[src/rtl/abc_pkg.sv]
// ----------------------------------------------------------------------------
// abc_pkg
// Shared types and constants for the audio bit crusher.
// ----------------------------------------------------------------------------
`default_nettype none

package abc_pkg;

    localparam int GAIN_BITS   = 24;
    localparam int GAIN_CNT_W  = $clog2(GAIN_BITS);
    localparam int DEPTH_W     = 5;
    localparam int DEPTH_MAX   = 16;
    localparam int HOLD_W      = 8;
    localparam int CFG_INDEX_W = 2;

    typedef enum logic [CFG_INDEX_W-1:0] {
        CFG_DRIVE_GAIN  = 2'd0,
        CFG_DEPTH_BITS  = 2'd1,
        CFG_HOLD_FACTOR = 2'd2,
        CFG_OUT_GAIN    = 2'd3
    } cfg_index_t;

    typedef logic [GAIN_BITS-1:0] gain_t;
    typedef logic [DEPTH_W-1:0]   depth_t;
    typedef logic [HOLD_W-1:0]    hold_t;

endpackage

`default_nettype wire

[src/rtl/abc_gain_mul.sv]
// ----------------------------------------------------------------------------
// abc_gain_mul
// Bit-serial signed-by-unsigned gain multiplier, one gain bit per cycle,
// with floor shift and saturation to full scale.
// ----------------------------------------------------------------------------
`default_nettype none

module abc_gain_mul #(
    parameter int SAMPLE_BITS    = 24,
    parameter int GAIN_FRAC_BITS = 16
) (
    input  wire logic                          aclk,
    input  wire logic                          aresetn,
    input  wire logic                          start,
    input  wire logic signed [SAMPLE_BITS-1:0] x,
    input  wire abc_pkg::gain_t                gain,
    output logic                               done,
    output logic signed [SAMPLE_BITS-1:0]      result
);

    localparam int PROD_W = SAMPLE_BITS + abc_pkg::GAIN_BITS;
    localparam int SHR_W  = PROD_W - GAIN_FRAC_BITS;
    localparam int CW     = abc_pkg::GAIN_CNT_W;
    localparam logic [CW-1:0] LAST_STEP = CW'(abc_pkg::GAIN_BITS - 1);

    logic [SAMPLE_BITS-1:0]          x_reg;
    logic [SAMPLE_BITS-1:0]          acc_reg, acc_next;
    abc_pkg::gain_t                  lo_reg, lo_next;
    abc_pkg::gain_t                  g_reg;
    logic [CW-1:0]                   cnt_reg;
    logic                            busy_reg;
    logic                            done_reg;

    logic [SAMPLE_BITS:0]            addend;
    logic [SAMPLE_BITS:0]            sum;
    logic [PROD_W-1:0]               prod;
    logic [SHR_W-1:0]                shifted;
    logic [SHR_W-SAMPLE_BITS:0]      upper;

    always_comb begin
        addend   = g_reg[0] ? {x_reg[SAMPLE_BITS-1], x_reg} : '0;
        sum      = {acc_reg[SAMPLE_BITS-1], acc_reg} + addend;
        acc_next = sum[SAMPLE_BITS:1];
        lo_next  = {sum[0], lo_reg[abc_pkg::GAIN_BITS-1:1]};
    end

    always_ff @(posedge aclk) begin
        if (!aresetn) begin
            busy_reg <= 1'b0;
            done_reg <= 1'b0;
            cnt_reg  <= '0;
        end else if (start) begin
            busy_reg <= 1'b1;
            done_reg <= 1'b0;
            cnt_reg  <= '0;
            x_reg    <= x;
            g_reg    <= gain;
            acc_reg  <= '0;
            lo_reg   <= '0;
        end else if (busy_reg) begin
            acc_reg  <= acc_next;
            lo_reg   <= lo_next;
            g_reg    <= g_reg >> 1;
            cnt_reg  <= cnt_reg + 1'b1;
            if (cnt_reg == LAST_STEP) begin
                busy_reg <= 1'b0;
                done_reg <= 1'b1;
            end
        end else begin
            done_reg <= 1'b0;
        end
    end

    always_comb begin
        prod    = {acc_reg, lo_reg};
        shifted = prod[PROD_W-1:GAIN_FRAC_BITS];
        upper   = shifted[SHR_W-1:SAMPLE_BITS-1];
        if (upper == '0 || upper == '1) begin
            result = signed'(shifted[SAMPLE_BITS-1:0]);
        end else if (shifted[SHR_W-1]) begin
            result = signed'({1'b1, {(SAMPLE_BITS-1){1'b0}}});
        end else begin
            result = signed'({1'b0, {(SAMPLE_BITS-1){1'b1}}});
        end
    end

    assign done = done_reg;

endmodule

`default_nettype wire

[src/rtl/audio_bit_crusher_unit.sv]
// ----------------------------------------------------------------------------
// audio_bit_crusher_unit
// Bit crusher with sample-and-hold downsampling: drive gain, clip, floor to
// the configured depth, output gain, saturate.
// ----------------------------------------------------------------------------
// One sample is in flight at a time. A held (repeated) sample is accepted and
// appears on the result register at the next edge. A computed sample passes
// through the single bit-serial gain multiplier, which retires one gain bit per
// cycle and is used twice, once for the drive gain and once for the output
// gain, in 24 steps plus a turnaround each. The next sample is taken once the
// result register is free or being drained in the same cycle. Configuration
// writes are taken in every cycle and must only be issued while the block is
// idle.
`default_nettype none

module audio_bit_crusher_unit #(
    parameter int SAMPLE_BITS    = 24,
    parameter int GAIN_FRAC_BITS = 16
) (
    input  wire logic                                 aclk,
    input  wire logic                                 aresetn,
    input  wire logic                                 cfg_valid,
    output logic                                      cfg_ready,
    input  wire logic [abc_pkg::CFG_INDEX_W-1:0]      cfg_index,
    input  wire logic [abc_pkg::GAIN_BITS-1:0]        cfg_data,
    input  wire logic                                 s_valid,
    output logic                                      s_ready,
    input  wire logic signed [SAMPLE_BITS-1:0]        s_sample_in,
    output logic                                      m_valid,
    input  wire logic                                 m_ready,
    output logic signed [SAMPLE_BITS-1:0]             m_sample_out
);

    localparam abc_pkg::gain_t UNITY_GAIN = abc_pkg::gain_t'(1) << GAIN_FRAC_BITS;

    typedef enum logic [1:0] {
        ST_IDLE,
        ST_DRIVE,
        ST_OUTG
    } state_t;

    state_t                        state_reg;
    abc_pkg::gain_t                drive_gain_reg;
    abc_pkg::depth_t               depth_bits_reg;
    abc_pkg::hold_t                hold_factor_reg;
    abc_pkg::gain_t                out_gain_reg;
    abc_pkg::hold_t                hold_count_reg;
    logic [SAMPLE_BITS-1:0]        held_reg;
    logic                          m_valid_reg;
    logic [SAMPLE_BITS-1:0]        m_sample_reg;

    logic                          s_xfer;
    abc_pkg::hold_t                hold_count_next;
    logic                          hold_hit;
    abc_pkg::depth_t               depth_eff;
    logic signed [SAMPLE_BITS-1:0] quant;
    logic                          mul_start;
    logic signed [SAMPLE_BITS-1:0] mul_x;
    abc_pkg::gain_t                mul_gain;
    logic                          mul_done;
    logic signed [SAMPLE_BITS-1:0] mul_result;

    assign cfg_ready    = 1'b1;
    assign s_ready      = (state_reg == ST_IDLE) && (!m_valid_reg || m_ready);
    assign s_xfer       = s_valid && s_ready;
    assign m_valid      = m_valid_reg;
    assign m_sample_out = signed'(m_sample_reg);

    assign hold_count_next = hold_count_reg + 1'b1;
    assign hold_hit        = hold_count_next < hold_factor_reg;

    always_comb begin
        if (depth_bits_reg == '0) begin
            depth_eff = abc_pkg::depth_t'(1);
        end else if (depth_bits_reg > abc_pkg::depth_t'(abc_pkg::DEPTH_MAX)) begin
            depth_eff = abc_pkg::depth_t'(abc_pkg::DEPTH_MAX);
        end else begin
            depth_eff = depth_bits_reg;
        end
        for (int j = 0; j < SAMPLE_BITS; j++) begin
            quant[j] = (int'(depth_eff) + j >= SAMPLE_BITS) ? mul_result[j] : 1'b0;
        end
    end

    always_comb begin
        mul_start = (s_xfer && !hold_hit) || (state_reg == ST_DRIVE && mul_done);
        mul_x     = (state_reg == ST_DRIVE) ? quant : s_sample_in;
        mul_gain  = (state_reg == ST_DRIVE) ? out_gain_reg : drive_gain_reg;
    end

    abc_gain_mul #(
        .SAMPLE_BITS    (SAMPLE_BITS),
        .GAIN_FRAC_BITS (GAIN_FRAC_BITS)
    ) u_mul (
        .aclk    (aclk),
        .aresetn (aresetn),
        .start   (mul_start),
        .x       (mul_x),
        .gain    (mul_gain),
        .done    (mul_done),
        .result  (mul_result)
    );

    always_ff @(posedge aclk) begin
        if (!aresetn) begin
            drive_gain_reg  <= UNITY_GAIN;
            depth_bits_reg  <= abc_pkg::depth_t'(abc_pkg::DEPTH_MAX);
            hold_factor_reg <= '0;
            out_gain_reg    <= UNITY_GAIN;
        end else if (cfg_valid && cfg_ready) begin
            case (abc_pkg::cfg_index_t'(cfg_index))
                abc_pkg::CFG_DRIVE_GAIN:  drive_gain_reg  <= cfg_data;
                abc_pkg::CFG_DEPTH_BITS:  depth_bits_reg  <= cfg_data[abc_pkg::DEPTH_W-1:0];
                abc_pkg::CFG_HOLD_FACTOR: hold_factor_reg <= cfg_data[abc_pkg::HOLD_W-1:0];
                abc_pkg::CFG_OUT_GAIN:    out_gain_reg    <= cfg_data;
                default: ;
            endcase
        end
    end

    always_ff @(posedge aclk) begin
        if (!aresetn) begin
            state_reg      <= ST_IDLE;
            hold_count_reg <= '0;
            held_reg       <= '0;
            m_valid_reg    <= 1'b0;
        end else begin
            if (m_valid_reg && m_ready && !(s_xfer && hold_hit)) begin
                m_valid_reg <= 1'b0;
            end
            case (state_reg)
                ST_IDLE: begin
                    if (s_xfer) begin
                        if (hold_hit) begin
                            hold_count_reg <= hold_count_next;
                            m_sample_reg   <= held_reg;
                            m_valid_reg    <= 1'b1;
                        end else begin
                            hold_count_reg <= '0;
                            state_reg      <= ST_DRIVE;
                        end
                    end
                end
                ST_DRIVE: begin
                    if (mul_done) begin
                        state_reg <= ST_OUTG;
                    end
                end
                ST_OUTG: begin
                    if (mul_done) begin
                        held_reg     <= mul_result;
                        m_sample_reg <= mul_result;
                        m_valid_reg  <= 1'b1;
                        state_reg    <= ST_IDLE;
                    end
                end
                default: begin
                    state_reg <= ST_IDLE;
                end
            endcase
        end
    end

endmodule

`default_nettype wire

[config.mk]
export PLATFORM = sky130hd
export DESIGN_NAME = audio_bit_crusher_unit
export DESIGN_NICKNAME = d
export VERILOG_FILES = /design/src/rtl/abc_pkg.sv /design/src/rtl/abc_gain_mul.sv /design/src/rtl/audio_bit_crusher_unit.sv
export SDC_FILE = /design/constraint.sdc
export NUM_CORES = 1
export LEC_CHECK = 0
export BUFFER_PORTS_ARGS = -buffer_cell sky130_fd_sc_hd__buf_4
export CAP_MARGIN = 10
export CELL_PAD_IN_SITES_DETAIL_PLACEMENT = 2
export CELL_PAD_IN_SITES_GLOBAL_PLACEMENT = 2
export CORE_MARGIN = 2
export CORE_UTILIZATION = 41
export DETAILED_ROUTE_END_ITERATION = 7
export GPL_ROUTABILITY_DRIVEN = 0
export PLACE_DENSITY = 0.9
export SLEW_MARGIN = 10
export SYNTH_ARGS = -nofsm -noshare
export SYNTH_HDL_FRONTEND = slang
export SYNTH_SLANG_ARGS = --single-unit
[constraint.sdc]
create_clock -name aclk -period 6.4 [get_ports aclk]
set_input_delay 0.64 -clock aclk [delete_from_list [all_inputs] [get_ports aclk]]
set_output_delay 0.64 -clock aclk [all_outputs]
set_load 0.02 [all_outputs]
==> results of run 1 <==
==> through the flow <==
stage,power (mW),hold WS [ns],std cells
3_5_place_dp,2.40,0.463,1483
2_1_floorplan,2.11,0.440,1126
3_3_place_gp,2.32,0.451,1483
5_1_grt,3.94,0.375,1528
4_1_cts,3.81,0.360,1528
6_report,3.81,0.367,1528
==> synth_stat cells (all sizes together), types with 2 or more instances <==
cell type | instances | area (um^2)
xnor2 | 13 | 114
nand4 | 9 | 56.3
inv | 25 | 93.8
a211o | 2 | 17.5
clkbuf | 52 | 199
o21bai | 2 | 15.0
nor3 | 16 | 90.1
a31oi | 8 | 50.1
nor2 | 54 | 203
mux2 | 2 | 22.5
o21ai | 83 | 423
a211oi | 10 | 85.1
o221ai | 2 | 23.8
nor3b | 3 | 22.5
a21oi | 64 | 324
ha | 39 | 488
mux2i | 38 | 380
xor2 | 10 | 87.6
edfxtp | 104 | 3120
a21boi | 51 | 383
o41ai | 2 | 17.5
and3 | 6 | 37.5
nand3b | 2 | 15.0
o211a | 23 | 230
buf | 18 | 106
o31ai | 15 | 126
a22o | 7 | 61.3
nand3 | 13 | 65.1
o211ai | 4 | 35.0
o21a | 16 | 120
a21o | 8 | 61.3
a22oi | 2 | 15.0
nor4 | 3 | 18.8
nand2b | 8 | 50.1
o22ai | 3 | 25.0
nor2b | 22 | 153
o32a | 2 | 20.0
dfxtp | 103 | 2060
nand2 | 228 | 858
and2 | 37 | 231
==> how the worst max path moves through the flow <==
stage,start,end,cells past startpoint
6_report,hold_count_reg[4]$_SDFFE_PN0P_,u_mul.lo_reg[18]$_SDFFCE_PP0P_,12
5_1_grt,hold_count_reg[4]$_SDFFE_PN0P_,u_mul.lo_reg[22]$_SDFFCE_PP0P_,12
4_1_cts,hold_count_reg[4]$_SDFFE_PN0P_,u_mul.lo_reg[22]$_SDFFCE_PP0P_,12
3_5_place_dp,hold_count_reg[0]$_SDFFE_PN0P_,u_mul.lo_reg[18]$_SDFFCE_PP0P_,12
3_3_place_gp,hold_count_reg[0]$_SDFFE_PN0P_,u_mul.lo_reg[16]$_SDFFCE_PP0P_,12
2_1_floorplan,hold_count_reg[0]$_SDFFE_PN0P_,m_sample_out[0]$_DFFE_PP_,12
==> layout make-up <==
type | count | area, um^2
fill | 2704 | 13500
clock buffer | 35 | 723
inverter | 25 | 93.8
sequential | 207 | 5180
tap | 335 | 419
multi-input combinational | 824 | 5140
clock inverter | 10 | 48.8
timing repair buffer | 92 | 691
==> metal layers <==
layer / part of all wire (%) / global-route usage (%) / up-vias / wire length [um]
li1: - / - / 4082 / -
met1: 40 / 36.3 / 4680 / 16100
met2: 51 / 54.9 / 323 / 20800
met3: 4.4 / 3.92 / 117 / 1790
met4: 4.5 / 12.6 / 0 / 1830
met5: 0 / 0 / - / 0
==> power breakdown <==
part / switching [mW] / leakage, nW / internal [mW]
Combinational: 0.563 / 2.76 / 0.272
Clock: 0.591 / 0.391 / 0.784
Sequential: 0.0735 / 1.81 / 1.53
Total: 1.23 / 4.96 / 2.59
==> layout by cell type (no fill, tap or decap), types with 15 or more instances in the layout <==
master and n:
mux2i_1 38, and2_1 36, o21ai_0 71, inv_1 25
nand2_1 227, ha_1 39, a21oi_1 63, buf_4 92
edfxtp_1 104, o211a_1 23, dfxtp_1 103, nor2b_1 18
nor2_1 52, clkbuf_16 25, o21a_1 15, a21boi_0 51
==> cells by family after synthesis <==
family | after synthesis | synth area share, %
AOI/OAI and AO/OA | 310 | 19.7
xor gates and xnor gates | 23 | 1.89
adders and majority gates | 40 | 4.76
buffers and inverters | 95 | 3.74
DFF | 207 | 48.6
muxes | 40 | 3.77
other | 1 | 0.0351
and+or+nand+nor | 410 | 17.6
==> worst register-to-register path, cell delays in order, from the launching register on <==
cell	delay, ns
dfxtp_1	0.43
and3_1	0.20
nand3_1	0.17
inv_1	0.16
nand3_1	0.11
xnor2_1	0.18
ha_1	0.36
nand4_1	0.17
o211ai_2	0.35
nand2_1	0.20
o21ai_4	0.38
o21a_2	0.77
buf_4	0.54
==> results, run 1 <==
- The number of buffers added by the clock tree synthesis step is 25.
- The number of nets in the synthesized netlist is 1,221.
- The maximum fanout along the worst path is 30.
- The wire length after detailed routing is 40,600 um.
- For this configuration, the core starts out at a cell density of 41.3%.
- The synthesized design contains 104 enable-type register cells.
- The die is 165 um tall.
- The worst setup path is captured at a flop.
- The final core utilization is 47.6%.
- Across all layers, the routed design uses 9,202 vias.
- The number of buffer and inverter instances along the worst setup path is 2.
- The count of buffers added on input and output ports is 80.
- The largest buffer count on any clock path is 3.
- Clock tree synthesis found a total of 207 sinks.
- The remaining antenna violation count is 0.
- In this run the standard cell core region covers 0.0258 mm^2.
- The hold path startpoint is cfg_data[16].
- The clock insertion delay at the later pin of the skew report is 0.53 ns.
- Among all flip-flop cells after synthesis, the most frequent one is edfxtp_1.
- The critical path in this run is classified as flop to flop.
- The end point of the worst hold path is drive_gain_reg[16]$_SDFFE_PN1P_.
- The number of primary I/O pins is 82.
- The number of antenna diodes is 0.
- Entering global routing, the biggest net connects 96 pins.
- The total power divided by cell area is 310 mW/mm^2.
- Counting instances, the worst hold path has a depth of 3.
- The synthesized netlist occupies a cell area of 0.0107 mm^2.
- Dividing the detail-routed wire length by the instance count gives 26.6 um.
- The total overflow left after global routing is 0.
- Global routing used 30.3% of the available tracks.
- The startpoint of the lowest-slack register-to-register path is hold_count_reg[4]$_SDFFE_PN0P_.
- Buffers inserted to repair hold after CTS numbered 0.
- The clock input transition at the sequential cells of the worst setup and hold paths is 0.06 ns.
- The flow ran to the end, and the final reports show no timing, DRC or antenna violations.
- The buffer count from post-CTS setup fixing is 0.
- CTS built an H-tree with a depth of 1.
- In the final layout, the share of cells above drive strength 1 is 13.4%.
- The wire length of the first global-routing pass is 62,800 um.
- Summing the sequential cell areas from Yosys gives 48.6% of the chip area.
- Row generation in the floorplan step produced 59 rows.
- The die span in x is 165 um.
- The async set or reset register ratio after synthesis is 0%.
- The post-DP HPWL is 25,100 um.
- The path class of the tightest hold or removal check is input pin to flop.
- Across the VDD grid, the largest voltage drop is 0.216 mV.
- At the pin with the least slew margin, the transition time is 1.23 ns.
- The first-iteration detailed-routing DRC count is 654.
- Summing all non-filler instances in the final layout gives an area of 0.0123 mm^2.
- The most numerous cell type found on the critical path is nand3_1.
- The max-slew violation count is 0.
- The mean number of vias per cell is 6.02.
- The number of antenna violations at the first check in global routing came to 0.
- The die covers 0.0273 mm^2.
- The number of max-cap violations is 0.
- Dividing the synthesized area by the synthesized cell count gives 9.48 um^2.
- From synthesis to final layout, the design area changed by 15.2%.
- The number of setup violations in the final report is 0.
- The netlist uses 74 different library cells.
- The top cell family by delay on the critical path is compound AO/OA/AOI/OAI gates.
- The post-route worst setup slack is 2.03 ns.
- The kind of launch point of the worst setup path is a flop.
- The delay of the slowest cell on the worst path is 0.76 ns.
- The worst path uses 68.3% of the clock period.
- Traced cell by cell, the critical path runs through and3_1, nand3_1, inv_1, nand3_1, xnor2_1, ha_1, nand4_1, o211ai_2, nand2_1, o21ai_4, o21a_2, buf_4.
- The cell count after synthesis came out at 1,126.
- The layout net count is 1,270.
- The detailed-route DRC error count is 0.
- The setup slack after placement is 2.12 ns.
- Once placement finished, the instance area stood at 0.0115 mm^2.
- The post-synthesis sequential element count is 207.
- The via count of the first global-routing pass is 10,200.
- Data on the critical path is required at its endpoint by 6.58 ns.
- The clock arrives with 0.0137 ns of skew.
- The number of warnings issued by yosys is 0.
- The setup check on the worst reg-to-reg path leaves a slack of 2.03 ns.
- The number of hold violations in the final report is 0.
- The standby leakage power is 4.96 nW.
- TritonCTS built the clock tree.
- The slowest stage of the critical path is the o21a_2 cell.
- The tree is rooted in a clkbuf_16.
- The worst path in the final design needs a cycle of 4.37 ns, including I/O delays and setup.
- The number of gates given a new drive strength after cts is 0.
- The capture instance of the worst register-to-register path is u_mul.lo_reg[18]$_SDFFCE_PP0P_.
- The remaining max-slew budget at the tightest pin is 17.5%.
- Setup repair after global routing left no endpoint under its margin.
- Static timing analysis puts the maximum clock frequency at 229 MHz.
- At the worst endpoint, the arrival time is 4.55 ns.
- The number of cells on the worst reg-to-reg path is 12.
- After routing, the total negative slack on setup checks comes to 0 ns.
- The first detailed-routing pass ran for 5 iterations.
No activity file was read; power rests on OpenSTA's default activity.
==> run 2: changes to the inputs <==
--- a/config.mk
+++ b/config.mk
@@ -10,10 +10,10 @@
 export CELL_PAD_IN_SITES_DETAIL_PLACEMENT = 2
 export CELL_PAD_IN_SITES_GLOBAL_PLACEMENT = 2
 export CORE_MARGIN = 2
-export CORE_UTILIZATION = 41
+export CORE_UTILIZATION = 39
 export DETAILED_ROUTE_END_ITERATION = 7
 export GPL_ROUTABILITY_DRIVEN = 0
-export PLACE_DENSITY = 0.9
+export PLACE_DENSITY = 0.87
 export SLEW_MARGIN = 10
 export SYNTH_ARGS = -nofsm -noshare
 export SYNTH_HDL_FRONTEND = slang
==> constraint.sdc (replaced) <==
create_clock -name aclk -period 4.35 [get_ports aclk]
set_input_delay 0.435 -clock aclk [delete_from_list [all_inputs] [get_ports aclk]]
set_output_delay 0.435 -clock aclk [all_outputs]
set_load 0.02 [all_outputs]
==> run 2 against run 1 <==
  * Power is 47% higher
  * Utilization is 1.7 points lower
  * Register-to-register slack worse by 1.3 ns
  * Flip-flop and latch count stayed put
  * Maximum frequency is 21% higher
  * Largest power group unchanged
  * Combinational power is 40% higher
==> results, run 2 (synthesis results as in run 1) <==
- The initial cell density of the core is 39.6% (-1.7 points).
- The internal cell power is 3.88 mW (+50%).
- The sequential share of power is 41.9% (-0.2 points).
- The number of detailed-routing iterations run before antenna repair came to 5 (unchanged).
- The switching power was 1.74 mW (+42%).
- Setup repair after global routing left no endpoint under its margin.
- The flow ran to the end, and the final reports show no timing, DRC or antenna violations.
- The class of the most critical hold timing path is input pin to flop.
- The worst endpoint data arrival time is 3.86 ns (-0.69 ns).
- The combined area of the multi-input logic cells was 0.00513 mm^2 (-0.17%).
- The wire length after detailed routing came to 37,200 um (-8.3%).
- The remaining antenna violation count is 0 (unchanged).
- The slew at the pin with the worst max-slew slack was 1.19 ns (-0.0443 ns).
- The number of cells on the worst reg-to-reg path is 11 (-1).
- The number of core rows is 60 (+1.7%).
- The number of hold violations in the final report is 0 (unchanged).
- The portion of total power attributed to combinational logic is 20.7% (-1.2 points).
- The total power divided by cell area came to 455 mW/mm^2 (+47%).
- The floorplan die height came to 169 um (+2.5%).
- The switching share of power is 31.0% (-1.2 points).
- The area of the die is 0.0287 mm^2 (+5.0%).
- The number of max-cap violations is 0 (unchanged).
- The number of primary I/O pins is 82 (unchanged).
- The setup slack on the worst flop-to-flop path is 0.75 ns (-1.28 ns).
- The sequential cell area was 0.00518 mm^2 (unchanged).
- Leaving out fill and tap cells, the most frequent cell in the layout is nand2_1.
- The maximum fanout along the worst path is 47 (+57%).
- The area of placed instances is 0.0115 mm^2 (+0.27%).
- The clock net sink count came to 207 (unchanged).
- Clock tree synthesis selected as its root buffer the cell clkbuf_16.
- The first-iteration detailed-routing DRC count is 589 (-9.9%).
- The post-route cell area is 0.0124 mm^2 (+0.49%).
- The aggregate negative setup slack is 0 ns (unchanged).
- In this run the critical register-to-register path is launched from hold_count_reg[0]$_SDFFE_PN0P_.
- The worst setup path endpoint is u_mul.g_reg[8]$_DFFE_PP_.
- The global route total overflow was 0 (unchanged).
- The clock insertion delay at the later pin of the skew report came to 0.54 ns (about the same).
- The max-slew violation count is 0 (unchanged).
- The ratio of cells with drive above 1 in the final layout came to 13.5% (+0.13 points).
- The maximum number of pins on one net before global-route repair came to 58 (-40%).
- The time the worst path needs with I/O delays and setup is 3.60 ns (-0.770 ns).
- The mean number of vias per cell is 5.79 (-3.8%).
- The worst ir drop on vdd was 0.235 mV (+8.6%).
- The library cells used most frequently in the layout, excluding fill and tap cells, are nand2_1, edfxtp_1, dfxtp_1.
- The maximum operating frequency is 278 MHz (+21%).
- The remaining max-slew budget at the tightest pin is 20.7% (+3.1 points).
- The final core utilization is 45.8% (-1.7 points).
- Compared with the post-synthesis result, the final layout area differs by 15.7%.
- The number of gates given a new drive strength after cts came to 0 (unchanged).
- The standard cell core area is 0.0270 mm^2 (+4.3%).
- The worst setup path is launched from a flop.
- The part of the cycle the worst path needs is 82.7% (+14 points).
- The maximum level of the CTS H-tree is 1 (unchanged).
- The power after layout is 5.62 mW (+47%).
- The clock input transition at the sequential cells of the worst setup and hold paths came to 0.06 ns (about the same).
- The post-DP HPWL is 24,100 um (-4.2%).
- The number of I/O port buffers is 80 (unchanged).
- The count of fill cells added during filler insertion is 2,814 (+4.1%).
- The start point of the critical path is hold_count_reg[0]$_SDFFE_PN0P_.
- The setup path with the least slack is of type flop to flop.
- The number of antenna violations at the first check in global routing came to 1 (+1).
- The number of buffers added by the clock tree synthesis step was 26 (+4.0%).
- The number of antenna diodes was 0 (unchanged).
- TritonCTS built the clock tree.
- The post-route worst setup slack is 0.751 ns (-1.28 ns).
- The buffer count from post-CTS setup fixing was 0 (unchanged).
- The detail-routed net length per standard cell is 24.2 um (-8.9%).
- The wire length of the first global-routing pass is 58,100 um (-7.4%).
- The via count of the first global-routing pass is 9,873 (-2.9%).
- The worst clock skew on the final layout is 0.0106 ns (-0.00309 ns).
- The number of hold buffers added after cts is 0 (unchanged).
- The capture instance of the worst register-to-register path is u_mul.g_reg[8]$_DFFE_PP_.
- The number of setup violations in the final report came to 0 (unchanged).
- The standby leakage power came to 4.98 nW (+0.49%).
- The setup slack after placement is 0.803 ns (-1.32 ns).
- The power share of the clock group is 37.4% (+1.4 points).
- STA classifies the critical path endpoint as a flop.
- The routed via count is 8,900 (-3.3%).
- The layout net count is 1,272 (+0.16%).
- The all-layer global routing usage is 26.2% (-4.1 points).
- The largest buffer count on any clock path was 3 (unchanged).
- The die span in x is 169 um (+2.5%).
- The critical path data required time is 4.61 ns (-1.97 ns).
- The detailed-route DRC error count is 0 (unchanged).
run 2: per-stage QoR:
step	std cells	hold slack [ns]
6_report	1537	0.123
5_1_grt	1537	0.140
4_1_cts	1537	0.113
3_5_place_dp	1490	0.461
3_3_place_gp	1490	0.449
2_1_floorplan	1126	0.440
run 2: routing by layer:
metal | track usage [%] | vias up | part of all wire, %
met5 | 0 | - | 0
met4 | 10.9 | 0 | 3.8
met3 | 3.64 | 77 | 4.2
met2 | 46.6 | 237 | 51
met1 | 31.9 | 4489 | 41
li1 | - | 4097 | -
run 2: final cells by class:
| class | instances | share of cell area (%) |
|---|---|---|
| inverter | 25 | 0.759 |
| sequential | 207 | 42.0 |
| timing repair buffer | 93 | 5.75 |
| clock buffer | 36 | 5.90 |
| multi-input combinational | 824 | 41.5 |
| clock inverter | 11 | 0.678 |
| tap | 341 | 3.45 |
run 2: power by group through the flow:
stage / Clock [mW] / Combinational (mW) / Sequential, mW
2_1_floorplan: 0 / 0.748 / 2.35
3_3_place_gp: 0 / 1.06 / 2.37
3_5_place_dp: 0 / 1.13 / 2.38
4_1_cts: 2.13 / 1.17 / 2.35
5_1_grt: 2.21 / 1.27 / 2.37
6_report: 2.10 / 1.17 / 2.35
run 2: worst min-delay path by stage:
stage | startpoint | end | slack (ns) | cells after the start
global placement | out_gain_reg[8]$_SDFFE_PN0P_ | out_gain_reg[8]$_SDFFE_PN0P_ | 0.45 | 2
global route | cfg_data[16] | drive_gain_reg[16]$_SDFFE_PN1P_ | 0.14 | 3
CTS | cfg_data[16] | drive_gain_reg[16]$_SDFFE_PN1P_ | 0.11 | 3
floorplan | out_gain_reg[16]$_SDFFE_PN1P_ | out_gain_reg[16]$_SDFFE_PN1P_ | 0.44 | 2
finish | cfg_data[16] | drive_gain_reg[16]$_SDFFE_PN1P_ | 0.12 | 3
detailed placement | out_gain_reg[3]$_SDFFE_PN0P_ | out_gain_reg[3]$_SDFFE_PN0P_ | 0.46 | 2
run 2: critical path: stages (launching register included):
cell,delay (ns)
dfxtp_1,0.40
ha_1,0.26
nand3_1,0.16
nor2_1,0.19
xor2_1,0.22
ha_1,0.30
and2_1,0.20
o31ai_4,0.25
o211ai_2,0.23
a21oi_4,0.43
buf_4,0.47
o21ai_0,0.20
==> run 3: changes to the inputs <==
--- a/config.mk
+++ b/config.mk
@@ -5,15 +5,16 @@
 export SDC_FILE = /design/constraint.sdc
 export NUM_CORES = 1
 export LEC_CHECK = 0
+export ABC_AREA = 1
 export BUFFER_PORTS_ARGS = -buffer_cell sky130_fd_sc_hd__buf_4
 export CAP_MARGIN = 10
 export CELL_PAD_IN_SITES_DETAIL_PLACEMENT = 2
 export CELL_PAD_IN_SITES_GLOBAL_PLACEMENT = 2
 export CORE_MARGIN = 2
-export CORE_UTILIZATION = 39
+export CORE_UTILIZATION = 35
 export DETAILED_ROUTE_END_ITERATION = 7
 export GPL_ROUTABILITY_DRIVEN = 0
-export PLACE_DENSITY = 0.87
+export PLACE_DENSITY = 0.85
 export SLEW_MARGIN = 10
 export SYNTH_ARGS = -nofsm -noshare
 export SYNTH_HDL_FRONTEND = slang
==> constraint.sdc (replaced) <==
create_clock -name aclk -period 3.7 [get_ports aclk]
set_input_delay 0.37 -clock aclk [delete_from_list [all_inputs] [get_ports aclk]]
set_output_delay 0.37 -clock aclk [all_outputs]
set_load 0.02 [all_outputs]
==> run 3 against run 2 <==
  * Setup slack worse by 0.14 ns
  * Worst hold slack worse by 0.073 ns
  * Combinational power is 36% higher
  * Sequential share of layout area fell by 2.0 points
  * Final cell count up 29%
  * Via count grew 17%
  * Maximum frequency rose by 16%
  * First-iteration DRC count grew 1.7%
  * Non-clock buffer count did not move
  * Largest cell class unchanged
  * Synthesized area is 4.9% higher
  * Utilization shrank 4.8 points
  * Sequential power is 19% higher
  * Critical path type unchanged
==> results, run 3 <==
- The run finished with clean final reports.
- The worst setup path is launched from a flop.
- The part of the cycle the worst path needs is 83.6% (+0.84 points).
- The number of core rows is 65 (+8.3%).
- The wire length after detailed routing was 39,900 um (+7.3%).
- The area of the die is 0.0334 mm^2 (+16%).
- The maximum fanout along the worst path is 9 (-81%).
- The post-DP HPWL is 27,600 um (+15%).
- The wire length of the first global-routing pass was 63,300 um (+8.8%).
- The number of nets in the synthesized netlist is 1,596 (+31%).
- Sorting the synthesized cells by how often they occur yields nand2_1, inv_1, nor2_1.
- The standby leakage power is 5.99 nW (+20%).
- The first-iteration detailed-routing DRC count came to 599 (+1.7%).
- The detailed-route DRC error count was 0 (unchanged).
- The initial cell density of the core was 35.5% (-4.1 points).
- The ratio of cells with drive above 1 in the final layout is 9.81% (-3.7 points).
- The number of setup violations in the final report came to 0 (unchanged).
- The number of primary I/O pins is 82 (unchanged).
- The number of standard cells after synthesis came to 1,501 (+33%).
- The all-layer global routing usage is 24.0% (-2.2 points).
- The routed via count is 10,400 (+17%).
- The largest buffer count on any clock path is 3 (unchanged).
- The worst ir drop on vdd is 0.319 mV (+36%).
- The hold path startpoint is cfg_data[18].
- The number of hold violations in the final report is 0 (unchanged).
- The number of antenna diodes is 0 (unchanged).
- The mean number of vias per cell is 5.25 (-9.4%).
- The class of the most critical hold timing path is input pin to flop.
- The slowest cell on the critical path is dfxtp_1.
- The placed cell count is 1,936 (+30%).
- The area share of the largest cell type after synthesis was 27.9% (-1.4 points).
- The max-slew violation count is 0 (unchanged).
- The number of distinct library cells after synthesis is 43 (-42%).
- The area growth from synthesis to layout is 15.8% (about the same).
- The worst register-to-register path ends at u_mul.x_reg[20]$_DFFE_PP_.
- The worst clock skew on the final layout is 0.0110 ns (+0.000391 ns).
- The number of antenna violations at the first check in global routing is 0 (-1).
- The number of stages on the worst hold path is 3 (unchanged).
- The maximum operating frequency is 323 MHz (+16%).
- The layout net count came to 1,656 (+30%).
- The clock net sink count is 207 (unchanged).
- The number of hold buffers added after cts was 0 (unchanged).
- Ranked by total cell area, the synthesized netlist is headed by edfxtp_1, dfxtp_1, nand2_1, inv_1, o21ai_0.
- The post-synthesis sequential area ratio is 46.3% (-2.3 points).
- The count of non-filler cells in the finished layout is 1,982 (+29%).
- The slew at the pin with the worst max-slew slack is 1.01 ns (-0.173 ns).
- The root buffer cell chosen for the clock tree is clkbuf_16.
- The cell taking the most area after synthesis is edfxtp_1.
- The critical path data required time came to 4.11 ns (-0.50 ns).
- The global route total overflow is 0 (unchanged).
- The post-route worst setup slack is 0.607 ns (-0.143 ns).
- The detail-routed net length per standard cell is 20.1 um (-17%).
- The number of I/O port buffers came to 80 (unchanged).
- The maximum number of pins on one net before global-route repair is 80 (+38%).
- The remaining antenna violation count is 0 (unchanged).
- nand2_1 is the most common cell in the netlist.
- The area of the mapped netlist was 0.0112 mm^2 (+4.9%).
- The setup slack after placement is 0.791 ns (-0.0120 ns).
- The clock tree from TritonCTS is built.
- The number of max-cap violations was 0 (unchanged).
- Walking the worst path, the cells encountered are nor2_4, nand2_2, nand2_2, nand2_1, inv_1, ha_1, inv_1, nand2_1, nand2_1, nand3_1, o21ai_0, nand3_1, nand2_1.
- The number of detailed-routing iterations run before antenna repair is 7 (+2).
- The maximum level of the CTS H-tree is 1 (unchanged).
- Leaving out fill and tap cells, the most frequent cell in the layout is nand2_1.
- The total power divided by cell area is 530 mW/mm^2 (+16%).
- The delay of the slowest cell on the worst path was 0.61 ns (+0.14 ns).
- The die span in x is 183 um (+7.9%).
- The number of gates given a new drive strength after cts came to 0 (unchanged).
- The async set or reset register ratio after synthesis was 0% (unchanged).
- The count of fill cells added during filler insertion is 3,667 (+30%).
- The number of buffers added by the clock tree synthesis step is 25 (-3.8%).
- The number of enable-type register cells in the synthesized netlist is 104 (unchanged).
- Among all flip-flop cells after synthesis, the most frequent one is edfxtp_1.
- The post-synthesis sequential element count is 207 (unchanged).
- The power after layout is 6.87 mW (+22%).
- The clock insertion delay at the later pin of the skew report came to 0.55 ns (about the same).
- Leaving out fill and tap cells, the most frequent cells in the layout are nand2_1, inv_1, nor2_1.
- The buffer count from post-CTS setup fixing came to 0 (unchanged).
- The via count of the first global-routing pass is 11,400 (+16%).
- The number of warnings issued by yosys was 0 (unchanged).
- The average cell area after synthesis was 7.46 um^2 (-21%).
- The most frequent cell on the critical path is nand2_1.
- Setup repair after global routing left no endpoint under its margin.
- The remaining max-slew budget at the tightest pin is 32.3% (+12 points).
- The final core utilization is 41.1% (-4.8 points).
- The clock input transition at the sequential cells of the worst setup and hold paths is 0.06 ns (about the same).
- The kind of end point of the critical path is a flop.
- The path type of the worst setup path is flop to flop.
- The startpoint of the lowest-slack register-to-register path is depth_bits_reg[1]$_SDFFE_PN0P_.
- The setup slack on the worst flop-to-flop path is 0.61 ns (-0.14 ns).
- The standard cell core area is 0.0316 mm^2 (+17%).
- The time the worst path needs with I/O delays and setup is 3.09 ns (-0.507 ns).
- The worst endpoint data arrival time is 3.51 ns (-0.35 ns).
- The floorplan die height came to 183 um (+7.9%).
- For hold timing, the worst endpoint is drive_gain_reg[18]$_SDFFE_PN0P_.
- The number of cells on the worst reg-to-reg path is 13 (+2).
- The aggregate negative setup slack is 0 ns (unchanged).
==> run 3: how the worst max path moves through the flow <==
| stage | startpoint | to | slack (ns) | cells past startpoint |
|---|---|---|---|---|
| after floorplan | hold_count_reg[0]$_SDFFE_PN0P_ | u_mul.acc_reg[0]$_SDFFCE_PP0P_ | 0.02 | 12 |
| after global placement | u_mul.g_reg[0]$_DFFE_PP_ | u_mul.acc_reg[15]$_SDFFCE_PP0P_ | 0.94 | 12 |
| after detailed placement | u_mul.g_reg[0]$_DFFE_PP_ | u_mul.acc_reg[15]$_SDFFCE_PP0P_ | 0.79 | 12 |
| after CTS | u_mul.g_reg[0]$_DFFE_PP_ | u_mul.acc_reg[15]$_SDFFCE_PP0P_ | 0.74 | 12 |
| after global routing | u_mul.g_reg[0]$_DFFE_PP_ | u_mul.acc_reg[15]$_SDFFCE_PP0P_ | 0.47 | 12 |
| final | depth_bits_reg[1]$_SDFFE_PN0P_ | u_mul.x_reg[20]$_DFFE_PP_ | 0.61 | 13 |
==> run 3: report_power, final <==
group	switching, mW	internal [mW]	total, mW
clock network	1.04	1.43	2.48
logic	1.13	0.464	1.59
registers	0.125	2.68	2.80
total	2.29	4.57	6.87
==> run 3: logic make-up (layout without fill, tap and decap cells) <==
logic type / count (synthesis) / count (layout) / synth area share, %
buffers and inverters: 271 / 350 / 9.60
DFF: 207 / 207 / 46.3
other: 1 / 1 / 0.0335
xor gates and xnor gates: 18 / 18 / 1.48
and+or+nand+nor: 691 / 691 / 25.0
AOI/OAI and AO/OA: 272 / 272 / 13.0
adders and majority gates: 40 / 40 / 4.54
muxes: 1 / 1 / 0.0894
==> run 3: routing by layer <==
layer | up-vias | GRT usage (%) | part of all wire, %
met5 | - | 0 | 0
met4 | 0 | 7.94 | 3.1
met3 | 72 | 2.86 | 3.2
met2 | 188 | 44.0 | 51
met1 | 5212 | 29.2 | 42
li1 | 4925 | - | -
==> run 3: layout make-up <==
class	instances	area [um^2]	area share, %
clock buffers	38	726	5.60
clock inverters	8	85.1	0.656
inverters	211	795	6.13
multi-input cells	1023	4960	38.3
flip-flops and latches	207	5180	40.0
well taps	402	503	3.88
repair buffers	93	711	5.48
==> run 3: metrics by stage <==
step           area (um^2)  hold slack, ns
4_1_cts              13000          0.0289
5_1_grt              13000          0.0542
3_3_place_gp         12200           0.434
3_5_place_dp         12200           0.445
6_report             13000          0.0504
2_1_floorplan        11200           0.425
==> run 3: worst max-delay path: cells and delay by family (launching register included) <==
family	cells	cell delay, ns
AO/OA/AOI/OAI	1	0.49
AND/OR/NAND/NOR	9	1.35
buffers and inverters	2	0.26
flip-flops	1	0.61
adder cells (fa/ha/maj)	1	0.24
